`src/design/vfc_pkg.sv`:
```
// ----------------------------------------------------------------------------
// vfc_pkg: shared types and codes of the viewport frame buffer cursor core
// Request payloads, command codes and register indexes.
// ----------------------------------------------------------------------------
`default_nettype none

package vfc_pkg;

	localparam int VIEW_SIZE = 8;
	localparam int VIEW_AW   = 3;
	localparam int ICON_W    = 8;
	localparam int WIN_W     = 4;
	localparam int CUR_W     = 5;
	localparam int CFG_IDX_W = 2;
	localparam int CFG_DATA_W = 5;

	localparam logic [1:0] CMD_WRITE_PIXEL = 2'd0;
	localparam logic [1:0] CMD_CLEAR       = 2'd1;
	localparam logic [1:0] CMD_LOAD_ICON   = 2'd2;
	localparam logic [1:0] CMD_RENDER      = 2'd3;

	localparam logic [CFG_IDX_W-1:0] REG_WINDOW_X = 2'd0;
	localparam logic [CFG_IDX_W-1:0] REG_WINDOW_Y = 2'd1;
	localparam logic [CFG_IDX_W-1:0] REG_CURSOR_X = 2'd2;
	localparam logic [CFG_IDX_W-1:0] REG_CURSOR_Y = 2'd3;

	typedef struct packed {
		logic [1:0]        command;
		logic [3:0]        col;
		logic [3:0]        row;
		logic              pixel_on;
		logic [ICON_W-1:0] icon_bits;
	} in_req_t;

	typedef struct packed {
		logic [VIEW_AW-1:0]   out_row;
		logic [VIEW_SIZE-1:0] row_bits;
		logic                 last_row;
	} out_req_t;

endpackage

`default_nettype wire

```
`src/design/viewport_framebuffer_cursor_core.sv`:
```
// ----------------------------------------------------------------------------
// viewport_framebuffer_cursor_core
// One-bit pixel store with pixel, clear and icon-row commands and an 8x8
// rendered window with a cursor overlay.
// ----------------------------------------------------------------------------
// The pixel store is a synchronous memory of STORE_SIZE rows, one row per
// word, with a per-row valid bit that reset and the clear command drop, so
// no clearing pass follows reset and a row that was never written reads as
// zero. One request is worked on at a time; in_stall is high while it is
// busy. Write pixel and load icon row first read the row through the memory
// port, then write the merged row back. Render reads its first row and then
// emits one output request per cycle, eight in all, each row read while the
// previous one is handed out; a stalled output holds the render at its
// current row. The output register lets the next input request be taken
// while the last rendered row still waits. Window offsets are saturated to
// 0..STORE_SIZE-8 when written; a cursor coordinate with its sign bit set
// hides the cursor. Configuration is to be written by the user only while
// the core is idle; the core itself does not enforce it.
// ----------------------------------------------------------------------------
`default_nettype none

module viewport_framebuffer_cursor_core #(
	parameter int STORE_SIZE = 16
) (
	input  wire logic                          clk,
	input  wire logic                          arst_n,
	input  wire logic                          cfg_we,
	input  wire logic [vfc_pkg::CFG_IDX_W-1:0] cfg_index,
	input  wire logic [vfc_pkg::CFG_DATA_W-1:0] cfg_data,
	input  wire logic                          in_valid,
	output logic                               in_stall,
	input  wire vfc_pkg::in_req_t              in_data,
	output logic                               out_valid,
	input  wire logic                          out_stall,
	output vfc_pkg::out_req_t                  out_data
);

	localparam int AW      = $clog2(STORE_SIZE);
	localparam int CW0     = $clog2(STORE_SIZE + 1);
	localparam int CW      = (CW0 > 5) ? CW0 : 5;
	localparam int WIN_MAX = STORE_SIZE - vfc_pkg::VIEW_SIZE;
	localparam int VS      = vfc_pkg::VIEW_SIZE;

	localparam logic [1:0] ST_IDLE   = 2'd0;
	localparam logic [1:0] ST_WRITE  = 2'd1;
	localparam logic [1:0] ST_RENDER = 2'd2;

	// configuration
	logic [vfc_pkg::WIN_W-1:0]    window_x_q, window_y_q;
	logic signed [vfc_pkg::CUR_W-1:0] cursor_x_q, cursor_y_q;
	logic [CW-1:0]                cfg_ext;
	logic [vfc_pkg::WIN_W-1:0]    cfg_win;

	// control
	logic [1:0]             state_q;
	logic [vfc_pkg::VIEW_AW-1:0] y_q;
	logic [STORE_SIZE-1:0]  row_valid_q;

	// store and its read port
	logic [STORE_SIZE-1:0]  mem [STORE_SIZE];
	logic [STORE_SIZE-1:0]  rdata_q;
	logic                   rvld_q;
	logic                   rd_en;
	logic [AW-1:0]          rd_addr;
	logic                   rd_ok;

	// pending write-back
	logic [AW-1:0]          wr_row_q;
	logic [STORE_SIZE-1:0]  wr_mask_q, wr_bits_q;
	logic [STORE_SIZE-1:0]  rd_row, merged;

	// request decode
	logic                   in_acc;
	logic                   acc_pixel, acc_icon, acc_clear, acc_render;
	logic [vfc_pkg::ICON_W-1:0] icon_rev;

	// render path
	logic [vfc_pkg::VIEW_AW-1:0] rd_y;
	logic [CW-1:0]          rd_sr;
	logic                   out_free, out_load;
	logic [STORE_SIZE+VS-1:0] shifted;
	logic [4:0]             sr_out;
	logic [4:0]             cx, cy, wx_lo, wx_hi;
	logic                   cur_hit;
	logic [2:0]             cur_off;
	logic [VS-1:0]          row_bits;
	logic                   out_valid_q;
	vfc_pkg::out_req_t      out_data_q;

	// ---------------- configuration registers ----------------
	assign cfg_ext = CW'(cfg_data[vfc_pkg::WIN_W-1:0]);
	assign cfg_win = (cfg_ext > CW'(WIN_MAX)) ? vfc_pkg::WIN_W'(WIN_MAX)
	                                          : cfg_data[vfc_pkg::WIN_W-1:0];

	always_ff @(posedge clk or negedge arst_n) begin
		if (!arst_n) begin
			window_x_q <= '0;
			window_y_q <= '0;
			cursor_x_q <= '1;
			cursor_y_q <= '1;
		end else if (cfg_we) begin
			case (cfg_index)
				vfc_pkg::REG_WINDOW_X: window_x_q <= cfg_win;
				vfc_pkg::REG_WINDOW_Y: window_y_q <= cfg_win;
				vfc_pkg::REG_CURSOR_X: cursor_x_q <= cfg_data;
				vfc_pkg::REG_CURSOR_Y: cursor_y_q <= cfg_data;
				default: ;
			endcase
		end
	end

	// ---------------- request decode ----------------
	assign in_stall = (state_q != ST_IDLE);
	assign in_acc   = in_valid && !in_stall;

	// drop pixel writes outside the store and icon rows past the icon
	assign acc_pixel  = in_acc && (in_data.command == vfc_pkg::CMD_WRITE_PIXEL)
	                    && (CW'(in_data.col) < CW'(STORE_SIZE))
	                    && (CW'(in_data.row) < CW'(STORE_SIZE));
	assign acc_icon   = in_acc && (in_data.command == vfc_pkg::CMD_LOAD_ICON)
	                    && (CW'(in_data.row) < CW'(vfc_pkg::ICON_W));
	assign acc_clear  = in_acc && (in_data.command == vfc_pkg::CMD_CLEAR);
	assign acc_render = in_acc && (in_data.command == vfc_pkg::CMD_RENDER);

	// icon MSB lands in column 0
	always_comb begin
		for (int x = 0; x < vfc_pkg::ICON_W; x++) begin
			icon_rev[x] = in_data.icon_bits[vfc_pkg::ICON_W-1-x];
		end
	end

	// ---------------- output handshake ----------------
	assign out_free = !out_valid_q || !out_stall;
	assign out_load = (state_q == ST_RENDER) && out_free;

	// ---------------- read port ----------------
	// Render reads row window_y + y; the next row is fetched as the current
	// one moves into the output register.
	assign rd_y  = (state_q == ST_IDLE) ? '0 : y_q + 3'd1;
	assign rd_sr = CW'(window_y_q) + CW'(rd_y);

	always_comb begin
		rd_en   = 1'b0;
		rd_addr = AW'(in_data.row);
		rd_ok   = 1'b1;
		if (acc_pixel || acc_icon) begin
			rd_en = 1'b1;
		end else if (acc_render || (out_load && (y_q != 3'(VS - 1)))) begin
			rd_en   = 1'b1;
			rd_addr = AW'(rd_sr);
			rd_ok   = (rd_sr < CW'(STORE_SIZE));
		end
	end

	always_ff @(posedge clk) begin
		if (rd_en) begin
			rdata_q <= mem[rd_addr];
		end
	end

	always_ff @(posedge clk or negedge arst_n) begin
		if (!arst_n) begin
			rvld_q <= 1'b0;
		end else if (rd_en) begin
			rvld_q <= rd_ok && row_valid_q[rd_addr];
		end
	end

	assign rd_row = rvld_q ? rdata_q : '0;

	// ---------------- write-back ----------------
	always_ff @(posedge clk) begin
		if (acc_pixel) begin
			wr_row_q  <= AW'(in_data.row);
			wr_mask_q <= STORE_SIZE'(1'b1) << in_data.col;
			wr_bits_q <= in_data.pixel_on ? (STORE_SIZE'(1'b1) << in_data.col) : '0;
		end else if (acc_icon) begin
			wr_row_q  <= AW'(in_data.row);
			wr_mask_q <= STORE_SIZE'(8'hFF);
			wr_bits_q <= STORE_SIZE'(icon_rev);
		end
	end

	assign merged = (rd_row & ~wr_mask_q) | wr_bits_q;

	always_ff @(posedge clk) begin
		if (state_q == ST_WRITE) begin
			mem[wr_row_q] <= merged;
		end
	end

	// a row reads as zero until written after the last reset or clear
	always_ff @(posedge clk or negedge arst_n) begin
		if (!arst_n) begin
			row_valid_q <= '0;
		end else if (acc_clear) begin
			row_valid_q <= '0;
		end else if (state_q == ST_WRITE) begin
			row_valid_q[wr_row_q] <= 1'b1;
		end
	end

	// ---------------- sequencer ----------------
	always_ff @(posedge clk or negedge arst_n) begin
		if (!arst_n) begin
			state_q <= ST_IDLE;
			y_q     <= '0;
		end else begin
			case (state_q)
				ST_IDLE: begin
					y_q <= '0;
					if (acc_pixel || acc_icon) begin
						state_q <= ST_WRITE;
					end else if (acc_render) begin
						state_q <= ST_RENDER;
					end
				end
				ST_WRITE: begin
					state_q <= ST_IDLE;
				end
				ST_RENDER: begin
					if (out_load) begin
						y_q <= y_q + 3'd1;
						if (y_q == 3'(VS - 1)) begin
							state_q <= ST_IDLE;
						end
					end
				end
				default: begin
					state_q <= ST_IDLE;
				end
			endcase
		end
	end

	// ---------------- row formatting ----------------
	assign shifted = {VS'(0), rd_row} >> window_x_q;
	assign sr_out  = 5'(window_y_q) + 5'(y_q);
	assign cx      = {1'b0, cursor_x_q[3:0]};
	assign cy      = {1'b0, cursor_y_q[3:0]};
	assign wx_lo   = 5'(window_x_q);
	assign wx_hi   = 5'(window_x_q) + 5'(VS);
	assign cur_hit = !cursor_x_q[4] && !cursor_y_q[4] && (cy == sr_out)
	                 && (cx >= wx_lo) && (cx < wx_hi);
	assign cur_off = 3'(cx - wx_lo);
	assign row_bits = shifted[VS-1:0] | (cur_hit ? (VS'(1'b1) << cur_off) : '0);

	always_ff @(posedge clk) begin
		if (out_load) begin
			out_data_q.out_row  <= y_q;
			out_data_q.row_bits <= row_bits;
			out_data_q.last_row <= (y_q == 3'(VS - 1));
		end
	end

	always_ff @(posedge clk or negedge arst_n) begin
		if (!arst_n) begin
			out_valid_q <= 1'b0;
		end else if (out_load) begin
			out_valid_q <= 1'b1;
		end else if (!out_stall) begin
			out_valid_q <= 1'b0;
		end
	end

	assign out_valid = out_valid_q;
	assign out_data  = out_data_q;

	// ---------------- assertions ----------------
	a_rise_in_render: assert property (@(posedge clk) disable iff (!arst_n)
		$rose(out_valid_q) |-> $past(state_q) == ST_RENDER)
		else $error("output request appeared outside a render");

	a_render_start: assert property (@(posedge clk) disable iff (!arst_n)
		acc_render |=> (state_q == ST_RENDER) && (y_q == '0))
		else $error("render did not start at row zero");

	a_write_one_cycle: assert property (@(posedge clk) disable iff (!arst_n)
		state_q == ST_WRITE |=> state_q == ST_IDLE)
		else $error("write-back held longer than one cycle");

	a_clear_drops_rows: assert property (@(posedge clk) disable iff (!arst_n)
		acc_clear |=> row_valid_q == '0)
		else $error("clear left a valid row");

	a_last_row: assert property (@(posedge clk) disable iff (!arst_n)
		out_valid_q |-> out_data_q.last_row == (out_data_q.out_row == 3'(VS - 1)))
		else $error("last row flag does not match row index");

endmodule

`default_nettype wire
```
`config.mk`:
```
export PLATFORM = sky130hd
export DESIGN_NAME = viewport_framebuffer_cursor_core
export DESIGN_NICKNAME = d
export VERILOG_FILES = /design/src/design/vfc_pkg.sv /design/src/design/viewport_framebuffer_cursor_core.sv
export SDC_FILE = /design/constraint.sdc
export NUM_CORES = 1
export LEC_CHECK = 0
export ABC_AREA = 1
export ABC_CLOCK_PERIOD_IN_PS = 5250
export BUFFER_PORTS_ARGS = -buffer_cell sky130_fd_sc_hd__buf_2
export CAP_MARGIN = 20
export CELL_PAD_IN_SITES_DETAIL_PLACEMENT = 1
export CELL_PAD_IN_SITES_GLOBAL_PLACEMENT = 1
export CORE_MARGIN = 5
export CORE_UTILIZATION = 53
export CTS_BUF_LIST = sky130_fd_sc_hd__clkbuf_8
export CTS_CLUSTER_SIZE = 16
export DETAILED_ROUTE_END_ITERATION = 10
export HOLD_SLACK_MARGIN = 0.05
export PLACE_DENSITY = 0.91
export SETUP_SLACK_MARGIN = 0.2
export SLEW_MARGIN = 20
export SYNTH_ARGS = -nofsm -noshare
export SYNTH_HDL_FRONTEND = slang
export SYNTH_SLANG_ARGS = --single-unit
```
`constraint.sdc`:
```
create_clock -name clk -period 5.25 [get_ports clk]
set_input_delay 0 -clock clk [delete_from_list [all_inputs] [get_ports clk]]
set_output_delay 0 -clock clk [all_outputs]
set_load 0.1 [all_outputs]
```
==> results of run 1 <==
[worst max-delay path, cell delays in order (launching register included)]
cell and delay (ps):
dfrtp_1 450, ha_1 310, inv_1 50, nor2_1 150, inv_1 80, fa_1 500
inv_1 100, nand2_2 60, nand2_2 630, buf_4 510, o21ai_0 170, inv_1 90
o21ai_0 160, nand3_1 160, nand3_1 140, nand2_1 130
[registers in the layout (all words and copies together) (netlist names)]
| name | cells |
|---|---|
| rdata_q | 16 |
| wr_row_q | 4 |
| window_y_q | 4 |
| row_valid_q | 16 |
| state_q | 2 |
| out_valid | 1 |
| window_x_q | 4 |
| wr_mask_q | 16 |
| cursor_y_q | 5 |
| cursor_x_q | 5 |
| mem | 256 |
| y_q | 3 |
| rvld_q | 1 |
| out_data | 12 |
| wr_bits_q | 16 |
[cell usage in the layout (no fill, tap or decap), drive strengths merged]
master and n:
ha 13, nor3 17, dfrtp 31, nor3b 1
nor2 106, o21ai 172, o21ba 10, o32ai 1
nand2 203, clkinv 27, nand4 4, or2 2
buf 71, xor2 3, dfstp 10, xnor2 1
a31oi 2, o22ai 14, bufinv 2, dlygate4sd3 50
nor4 1, edfxtp 320, inv 202, o21bai 16
a21oi 19, clkbuf 59, clkinvlp 1, a211oi 3
fa 3, nand3 103, o211ai 84, a32oi 1
[report_power, final]
part | total (µW) | leakage (µW) | switching, µW | internal (µW)
Sequential | 3690 | 0.00340 | 197 | 3490
Clock | 2380 | 0.000609 | 1230 | 1150
Combinational | 3350 | 0.00298 | 2530 | 820
Total | 9420 | 0.00698 | 3960 | 5460
[cell families (layout without fill, tap and decap cells)]
family,after synthesis,in the layout,synth area share [%]
AND/OR/NAND/NOR,437,437,11.8
flip-flops,361,361,67.4
AO/OA/AOI/OAI,322,322,12.4
buffers and inverters,250,412,6.71
adder cells (fa/ha/maj),16,16,1.41
XOR/XNOR,4,4,0.222
[area by class of cell]
class	instances	area [µm²]	share of cell area, %
flip-flops and latches	361	10600	59.0
multi-input cells	779	4230	23.4
repair buffers	121	931	5.15
clock buffers	59	812	4.50
inverters	185	694	3.85
well taps	390	488	2.70
clock inverters	47	260	1.44
[worst paths after layout]
kind,slack [ps],end,cells past startpoint,start
worst max-delay path,1360,rdata_q[9]$_DFFE_PP_,15,y_q[1]$_DFFE_PN0P_
worst min-delay path,60,window_y_q[3]$_DFFE_PN0P_,2,arst_n
worst max register to register,1360,rdata_q[9]$_DFFE_PP_,15,y_q[1]$_DFFE_PN0P_
max in group asynchronous,4560,row_valid_q[1]$_DFFE_PN0P_,2,arst_n
worst min register to register,500,row_valid_q[7]$_DFFE_PN0P_,2,row_valid_q[7]$_DFFE_PN0P_
min in group clk,170,wr_row_q[0]$_DFFE_PP_,2,in_data[9]
[through the flow]
| step | cell area [µm²] | total power (µW) | cells |
|---|---|---|---|
| after floorplan | 15800 | 5900 | 1390 |
| after CTS | 18000 | 9150 | 1941 |
| after global routing | 18100 | 9770 | 1942 |
| final | 18100 | 9420 | 1942 |
| after detailed placement | 16400 | 6780 | 1785 |
| after global placement | 16400 | 6530 | 1785 |
[layer usage]
layer | routed length (µm) | global-route usage [%] | share of wire [%] | vias up
met4 | 4400 | 21.8 | 7.9 | 0
met1 | 19000 | 37.7 | 34 | 6175
met3 | 5080 | 7.00 | 9.1 | 316
met2 | 27300 | 55.7 | 49 | 907
li1 | - | - | - | 5117
met5 | 0 | 0 | 0 | -
==> summary.txt, run 1 <==
Global routing
  – GRT Util Overall: 32.9%
  – First-pass GRT wire length: approximately 82000 µm
  – Total grt overflow: 0
  – Initial antenna violation count: 0
  – Largest net degree at the start of global routing: approximately 110
  – Vias in the first global route: 13700

Cells and area
  – Share of cells above drive strength 1: 13.9%
  – Antenna Cells: 0
  – Layout area overhead: 14.3%
  – Final Util: about three fifths
  – Final layout net count: around 1600
  – Fillers: 3055

STA
  – Final WS setup: ~1400 ps
  – Period utilization: between 70 and 80%
  – Unrepaired setup endpoints after global routing: false
  – Actual slew at the worst max-slew pin: about 1200 ps
  – Normalized max-slew margin: 23.2%
  – Hold WS: between 50 and 60 ps
  – Setup TNS: 0 ps
  – Fmax: 257 MHz
  – Setup-failing EPs final: 0
  – Min Tclk post-route: between 3000 and 4000 ps
  – Slew Viols, Final: 0
  – Final Hold Vio Count: 0
  – Worst clock skew: ~50 ps

Place
  – Routability cong.: around 0.82
  – HPWL after DPL: ~30000 µm
  – Post-place setup slack: approximately 1600 ps
  – Port bufs: 44

Synthesis
  – Yosys top cell by area: edfxtp_1
  – Yosys reg bits: around 360
  – Sequential area share after synthesis: roughly two thirds
  – EDFF count, synth: between 300 and 400
  – Count leader, synth: edfxtp_1
  – Synth Cell Area: 15800 µm²
  – Post-synthesis area per instance: between 10 and 15 µm²
  – Cell variety after synth: 40
  – Asr flop ratio synth: between 10 and 15%
  – Post-synth top area share: 60.8%
  – Yosys Warn Count: 0
  – Ys flop type: edfxtp_1
  – Mapped Cells: 1390
  – Syn nets: around 1400
  – Synth top area cells: edfxtp_1 (61%), dfrtp_1 (4.9%), o21ai_0 (4.7%)
  – Most frequent cells after synthesis: edfxtp_1 (320), nand2_1 (196), inv_1 (181)

Route
  – Via count: around 13000
  – DRT iter0 DRCs: 1684
  – Detailed Routing Iterations Pass 1: 5
  – Drt total wl: 55700 µm
  – Post-DRT Antenna Nets: 0
  – Vias/cell: ~6.4
  – Wire per inst: between 20 and 30 µm
  – DRC: 0

Power and ir drop
  – PD cells: approximately 520 nW/µm²
  – VDD IR max: 260 µV
  – Lkg Pwr: 0.00698 µW

Clock network
  – Hold-fix buffer count after cts: 50
  – CTS tree: built
  – Clk Latency, worst-skew pair: ~650 ps
  – Clock buffer count from CTS: slightly below 60
  – Post-CTS sizing: 0
  – CTS Sinks: about 360
  – Clk buf depth: 3
  – Post-CTS setup buffer count: 0
  – Clock transition at path regs: ~80 ps
  – CTS H-tree depth: 2
  – Clock Tree Root: clkbuf_8

Floorplan
  – Core Box Area: 29600 µm²
  – Die area: about 33000 µm²
  – Die height: 183 µm
  – Initial core utilization: between 50% and 60%
  – Row count: 63
  – # IOs: 45
  – Overall die width: between 150 and 200 µm

Worst setup path
  – Critical Path AT: 4360 ps
  – Crit path max fanout: 36
  – CP required: roughly 5700 ps
  – CP Class: reg -> reg
  – Type of origin of the critical path: flip-flop
  – Worst Setup End Kind: flip-flop

Flow run
  – Maxcap violations: 0

Outcome
  – Status: complete, no violations

Worst hold path
  – HP Class: in -> async
Note: power is estimated with default switching activity, not from simulation.
==> run 2: changes to the inputs <==
--- a/config.mk
+++ b/config.mk
@@ -6,18 +6,18 @@
 export NUM_CORES = 1
 export LEC_CHECK = 0
 export ABC_AREA = 1
-export ABC_CLOCK_PERIOD_IN_PS = 5250
+export ABC_CLOCK_PERIOD_IN_PS = 3500
 export BUFFER_PORTS_ARGS = -buffer_cell sky130_fd_sc_hd__buf_2
 export CAP_MARGIN = 20
 export CELL_PAD_IN_SITES_DETAIL_PLACEMENT = 1
 export CELL_PAD_IN_SITES_GLOBAL_PLACEMENT = 1
 export CORE_MARGIN = 5
-export CORE_UTILIZATION = 53
+export CORE_UTILIZATION = 47
 export CTS_BUF_LIST = sky130_fd_sc_hd__clkbuf_8
 export CTS_CLUSTER_SIZE = 16
 export DETAILED_ROUTE_END_ITERATION = 10
 export HOLD_SLACK_MARGIN = 0.05
-export PLACE_DENSITY = 0.91
+export PLACE_DENSITY = 0.86
 export SETUP_SLACK_MARGIN = 0.2
 export SLEW_MARGIN = 20
 export SYNTH_ARGS = -nofsm -noshare
==> constraint.sdc (replaced) <==
create_clock -name clk -period 3.5 [get_ports clk]
set_input_delay 0 -clock clk [delete_from_list [all_inputs] [get_ports clk]]
set_output_delay 0 -clock clk [all_outputs]
set_load 0.1 [all_outputs]
==> summary.txt, run 2 (synthesized netlist as in run 1, its figures left out) <==
Outcome
  – Status: complete, no violations

Worst setup path
  – CP Cell Sequence: ha_1 > ha_1 > inv_1 > nand3_2 > nand2_2 > nand2_1 > nand2_8 > buf_12 > o21ai_0 > o211ai_1 > nand3_1 > nand2_1
  – Worst Setup End Kind: flip-flop
  – Cell at the slowest stage of the critical path: dfrtp_1
  – Type of origin of the critical path: flip-flop
  – Crit path max fanout: 59
  – CP required: between 3000 and 4000 ps
  – Critical Path Max Stage Delay: ~440 ps
  – Critical Path AT: between 3000 and 4000 ps
  – CP Class: reg -> reg

STA
  – Min Tclk post-route: ~3100 ps
  – Worst clock skew: between 60 and 70 ps
  – Normalized max-slew margin: between 20% and 30%
  – Hold WS: between 100 and 150 ps
  – Setup-failing EPs final: 0
  – Unrepaired setup endpoints after global routing: false
  – Actual slew at the worst max-slew pin: between 1000 and 1500 ps
  – Fmax: 318 MHz
  – Slew Viols, Final: 0
  – Final Hold Vio Count: 0
  – Setup TNS: 0 ps
  – Period utilization: about nine tenths

Power and ir drop
  – Clock Power Share: between 20% and 30%
  – Sw frac: between 40% and 50%
  – PD cells: approximately 770 nW/µm²
  – Int Power: 8240 µW
  – P_sw: 5890 µW
  – Seq pwr share: 39.0%
  – Combinational share of power: between 30% and 40%
  – Lkg Pwr: between 0.007 and 0.008 µW
  – VDD IR max: slightly above 500 µV

Clock network
  – Clk buf depth: 3
  – Clock Tree Root: clkbuf_8
  – CTS Sinks: between 300 and 400
  – Clk Latency, worst-skew pair: between 600 and 700 ps
  – Clock transition at path regs: 80 ps
  – CTS H-tree depth: 2
  – Clock buffer count from CTS: between 50 and 60
  – CTS tree: built

Route
  – Drt total wl: around 55000 µm
  – DRC: 0
  – Wire per inst: 27.1 µm
  – Vias/cell: a little over 6
  – Post-DRT Antenna Nets: 0
  – Via count: about 12000
  – DRT iter0 DRCs: around 1400
  – Detailed Routing Iterations Pass 1: 5

Global routing
  – Initial antenna violation count: 3
  – Total grt overflow: 0
  – Largest net degree at the start of global routing: 69
  – Vias in the first global route: roughly 13000
  – GRT Util Overall: ~28%
  – First-pass GRT wire length: ~80000 µm

Floorplan
  – Die height: ~190 µm
  – # IOs: 45
  – Initial core utilization: between 40% and 50%
  – Row count: between 60 and 70
  – Die area: roughly 37000 µm²
  – Overall die width: 193 µm
  – Core Box Area: 33400 µm²

Place
  – Port bufs: 44
  – Routability cong.: between 0.8 and 0.9
  – HPWL after DPL: between 20000 and 30000 µm

Cells and area
  – Share of cells above drive strength 1: about 14%
  – Layout area overhead: 15.6%
  – Max reg flops: around 260
  – Fillers: 3544
  – Final layout net count: between 1500 and 2000
  – Commonest non-fill, non-tap cell in the layout: edfxtp_1
  – Most frequent cells in the layout: edfxtp_1 (320), nand2_1 (196), inv_1 (191)
  – Largest Register: mem

Worst hold path
  – HP Class: in -> async

Flow run
  – Maxcap violations: 0
run 2: cell type report:
class | count | area, µm² | share of cell area, %
Clock inverter | 39 | 179 | 0.980
Multi-Input combinational cell | 779 | 4180 | 22.9
Antenna cell | 3 | 7.51 | 0.0411
Inverter | 185 | 694 | 3.80
Tap cell | 448 | 561 | 3.07
Timing Repair Buffer | 139 | 1140 | 6.26
Clock buffer | 61 | 840 | 4.60
Sequential cell | 361 | 10600 | 58.3
run 2: stage by stage:
stage                     util, %  total power [µW]  instances  cell area [µm²]  worst slack [ps]
after floorplan                 -              8850       1390            15800               210
after global placement       50.1             10100       1863            16700               606
after detailed placement     50.1             10400       1863            16700               472
after CTS                    54.6             13800       2012            18200               383
after global routing         54.7             14700       2015            18300               249
final                        54.7             14100       2015            18300               350
run 2: worst paths after layout:
kind / start / end / slack (ps) / cells past startpoint
max: y_q[0]$_DFFE_PN0P_ / rdata_q[7]$_DFFE_PP_ / 350 / 12
min: arst_n / window_x_q[0]$_DFFE_PN0P_ / 110 / 2
max reg2reg: y_q[0]$_DFFE_PN0P_ / rdata_q[7]$_DFFE_PP_ / 350 / 12
min reg2reg: row_valid_q[7]$_DFFE_PN0P_ / row_valid_q[7]$_DFFE_PN0P_ / 510 / 2
max in group asynchronous: arst_n / y_q[1]$_DFFE_PN0P_ / 2760 / 2
min in group clk: in_data[11] / wr_row_q[2]$_DFFE_PP_ / 150 / 2
run 2: per-layer routing:
metal / part of all wire (%) / global-route usage (%) / vias up
met5: 0 / 0 / -
met1: 35 / 32.6 / 6079
met3: 9.1 / 6.16 / 249
met2: 49 / 48.7 / 812
met4: 7.0 / 16.5 / 0
li1: - / - / 5154
run 2: power by group through the flow:
stage	logic [µW]	registers (µW)	clock network [µW]
3_3_place_gp	4510	5540	0
2_1_floorplan	3000	5850	0
4_1_cts	5000	5490	3360
3_5_place_dp	4820	5570	0
6_report	5190	5520	3430
5_1_grt	5480	5530	3640
run 2: timing repair:
| action | in CTS | in global routing |
|---|---|---|
| setup buffers | 0 | 0 |
| endpoints found under the hold margin | 108 | 0 |
| setup endpoints to repair | 0 | 1 |
| resized for setup | 0 | 1 |
| hold buffers | 49 | 0 |
run 2: worst max-delay path, delay by kind of cell (launching register included):
family,cells,cell delay [ps]
simple gates,6,1260
flops,1,440
compound gates,2,490
fa+ha+maj,2,440
buf+inv,2,390
==> run 3: changes to the inputs <==
--- a/config.mk
+++ b/config.mk
@@ -14,10 +14,12 @@
 export CORE_MARGIN = 5
 export CORE_UTILIZATION = 47
 export CTS_BUF_LIST = sky130_fd_sc_hd__clkbuf_8
+export CTS_CLUSTER_DIAMETER = 100
 export CTS_CLUSTER_SIZE = 16
 export DETAILED_ROUTE_END_ITERATION = 10
 export HOLD_SLACK_MARGIN = 0.05
 export PLACE_DENSITY = 0.86
+export REMOVE_ABC_BUFFERS = 1
 export SETUP_SLACK_MARGIN = 0.2
 export SLEW_MARGIN = 20
 export SYNTH_ARGS = -nofsm -noshare
==> summary.txt, run 3 (synthesized netlist as in run 1, its figures left out) <==
Route
  – Drt total wl: just under 50000 µm
  – Via count: between 10000 and 15000
  – Wire per inst: around 25 µm
  – Detailed Routing Iterations Pass 1: 6
  – DRT iter0 DRCs: between 1000 and 1500
  – Post-DRT Antenna Nets: 0
  – Vias/cell: between 5 and 6
  – DRC: 0

Worst setup path
  – CP Cell Sequence: ha_1 > inv_1 > nor2_1 > inv_1 > fa_1 > or2_2 > nand3_1 > o21ai_4 > inv_2 > buf_12 > nand3_1 > nand3_1 > nand2_1
  – Critical path's most frequent cell: nand3_1
  – Type of origin of the critical path: flip-flop
  – Cell at the slowest stage of the critical path: dfrtp_1
  – CP required: between 3000 and 4000 ps
  – Critical Path Max Stage Delay: approximately 460 ps
  – Crit path max fanout: 34
  – Worst Setup End Kind: flip-flop
  – Buffers & Inverters on Critical Path: 4
  – CP top delay family: simple AND/OR/NAND/NOR gates
  – CP Class: reg -> reg
  – Critical Path AT: roughly 3500 ps

Power and ir drop
  – PD cells: just over 700 nW/µm²
  – Lkg Pwr: 0.00675 µW
  – VDD IR max: ~390 µV

Clock network
  – Post-CTS setup buffer count: 0
  – Clock buffer count from CTS: 26
  – Post-CTS sizing: 0
  – Clock Tree Root: clkbuf_8
  – Hold-fix buffer count after cts: 47
  – CTS H-tree depth: 1
  – Clk buf depth: 3
  – Clock transition at path regs: between 100 and 150 ps
  – CTS Sinks: around 360
  – Clk Latency, worst-skew pair: 640 ps
  – CTS tree: built

Global routing
  – Vias in the first global route: 12600
  – Initial antenna violation count: 1
  – Total grt overflow: 0
  – GRT Util Overall: around a quarter
  – Largest net degree at the start of global routing: between 60 and 70
  – First-pass GRT wire length: around 75000 µm

Cells and area
  – Design area: 17600 µm²
  – Final layout net count: 1535
  – Largest Register: mem
  – Max reg flops: between 200 and 300
  – Fin cells: 1957
  – Share of cells above drive strength 1: a little under an eighth
  – Layout area overhead: 11.7%
  – Most frequent cells in the layout: edfxtp_1 (320), inv_1 (201), nand2_1 (196)
  – Commonest non-fill, non-tap cell in the layout: edfxtp_1

Floorplan
  – Die area: ~37000 µm²
  – Initial core utilization: 47.3%
  – # IOs: between 40 and 50
  – Row count: 67
  – Core Box Area: ~33000 µm²
  – Overall die width: ~190 µm
  – Die height: between 150 and 200 µm

STA
  – Hold WS: ~75 ps
  – Fmax: 318 MHz
  – Final Hold Vio Count: 0
  – Setup-failing EPs final: 0
  – Actual slew at the worst max-slew pin: around 1100 ps
  – Normalized max-slew margin: 27.8%
  – Unrepaired setup endpoints after global routing: false
  – Slew Viols, Final: 0
  – Worst clock skew: 26.2 ps
  – Period utilization: about nine tenths
  – Min Tclk post-route: roughly 3100 ps

Place
  – HPWL after DPL: 29900 µm
  – Dpl cells: 1861
  – Placement Cell Area: about 17000 µm²
  – Port bufs: between 40 and 50
  – Routability cong.: around 0.85

Worst hold path
  – HP Class: in -> async

Outcome
  – Status: complete, no violations

Flow run
  – Maxcap violations: 0
[run 3: cell count changes in the layout (fill, tap and decap cells not counted), sizes merged]
cell,before,now
clkbuf,61,26
clkinv,26,1
inv,196,206
buf,90,88
clkinvlp,2,0
diode,3,1
dlygate4sd3,49,47
[run 3: final timing paths]
path	slack, ps	startpoint	endpoint	cells past startpoint
max in group asynchronous	2760	arst_n	row_valid_q[4]$_DFFE_PN0P_	2
hold reg to reg	520	row_valid_q[14]$_DFFE_PN0P_	row_valid_q[14]$_DFFE_PN0P_	2
setup reg to reg	360	y_q[0]$_DFFE_PN0P_	rdata_q[15]$_DFFE_PP_	13
min in group clk	160	in_data[11]	wr_row_q[2]$_DFFE_PP_	2
setup / recovery	360	y_q[0]$_DFFE_PN0P_	rdata_q[15]$_DFFE_PP_	13
hold / removal	70	arst_n	window_x_q[1]$_DFFE_PN0P_	2
[run 3: routing by layer]
layer	vias to the layer above	routed length [µm]	track usage (%)
met5	-	0	0
met4	0	2880	12.9
met3	185	4090	5.22
met2	585	24500	44.0
met1	5895	18200	31.1
li1	5061	-	-
[run 3: through the flow]
| step | total power [µW] | setup slack (ps) | TNS (ps) | util, % |
|---|---|---|---|---|
| floorplan | 8520 | -1160 | -38450 | - |
| global placement | 10000 | 577 | 0 | 50.1 |
| detailed placement | 10400 | 417 | 0 | 50.1 |
| CTS | 12500 | 415 | 0 | 52.9 |
| global route | 13200 | 185 | 0 | 52.9 |
| finish | 12600 | 356 | 0 | 52.9 |
[run 3: worst register-to-register path: cells and delay by family (launching register included)]
family | cells | cell delay [ps]
fa+ha+maj | 2 | 740
compound gates | 1 | 230
simple gates | 6 | 960
buf+inv | 4 | 540
flops | 1 | 460
[run 3: where the power goes]
| group | internal, µW | switching (µW) |
|---|---|---|
| logic | 1380 | 3650 |
| clock network | 710 | 1410 |
| registers | 5230 | 253 |
[run 3: area by class of cell]
| class | instances | area (µm²) |
|---|---|---|
| clock buffers | 26 | 358 |
| flip-flops and latches | 361 | 10600 |
| multi-input cells | 779 | 4180 |
| inverters | 185 | 694 |
| clock inverters | 22 | 100 |
| fillers | 3634 | 15700 |
| well taps | 448 | 561 |
| diodes | 1 | 2.50 |
| repair buffers | 135 | 1110 |
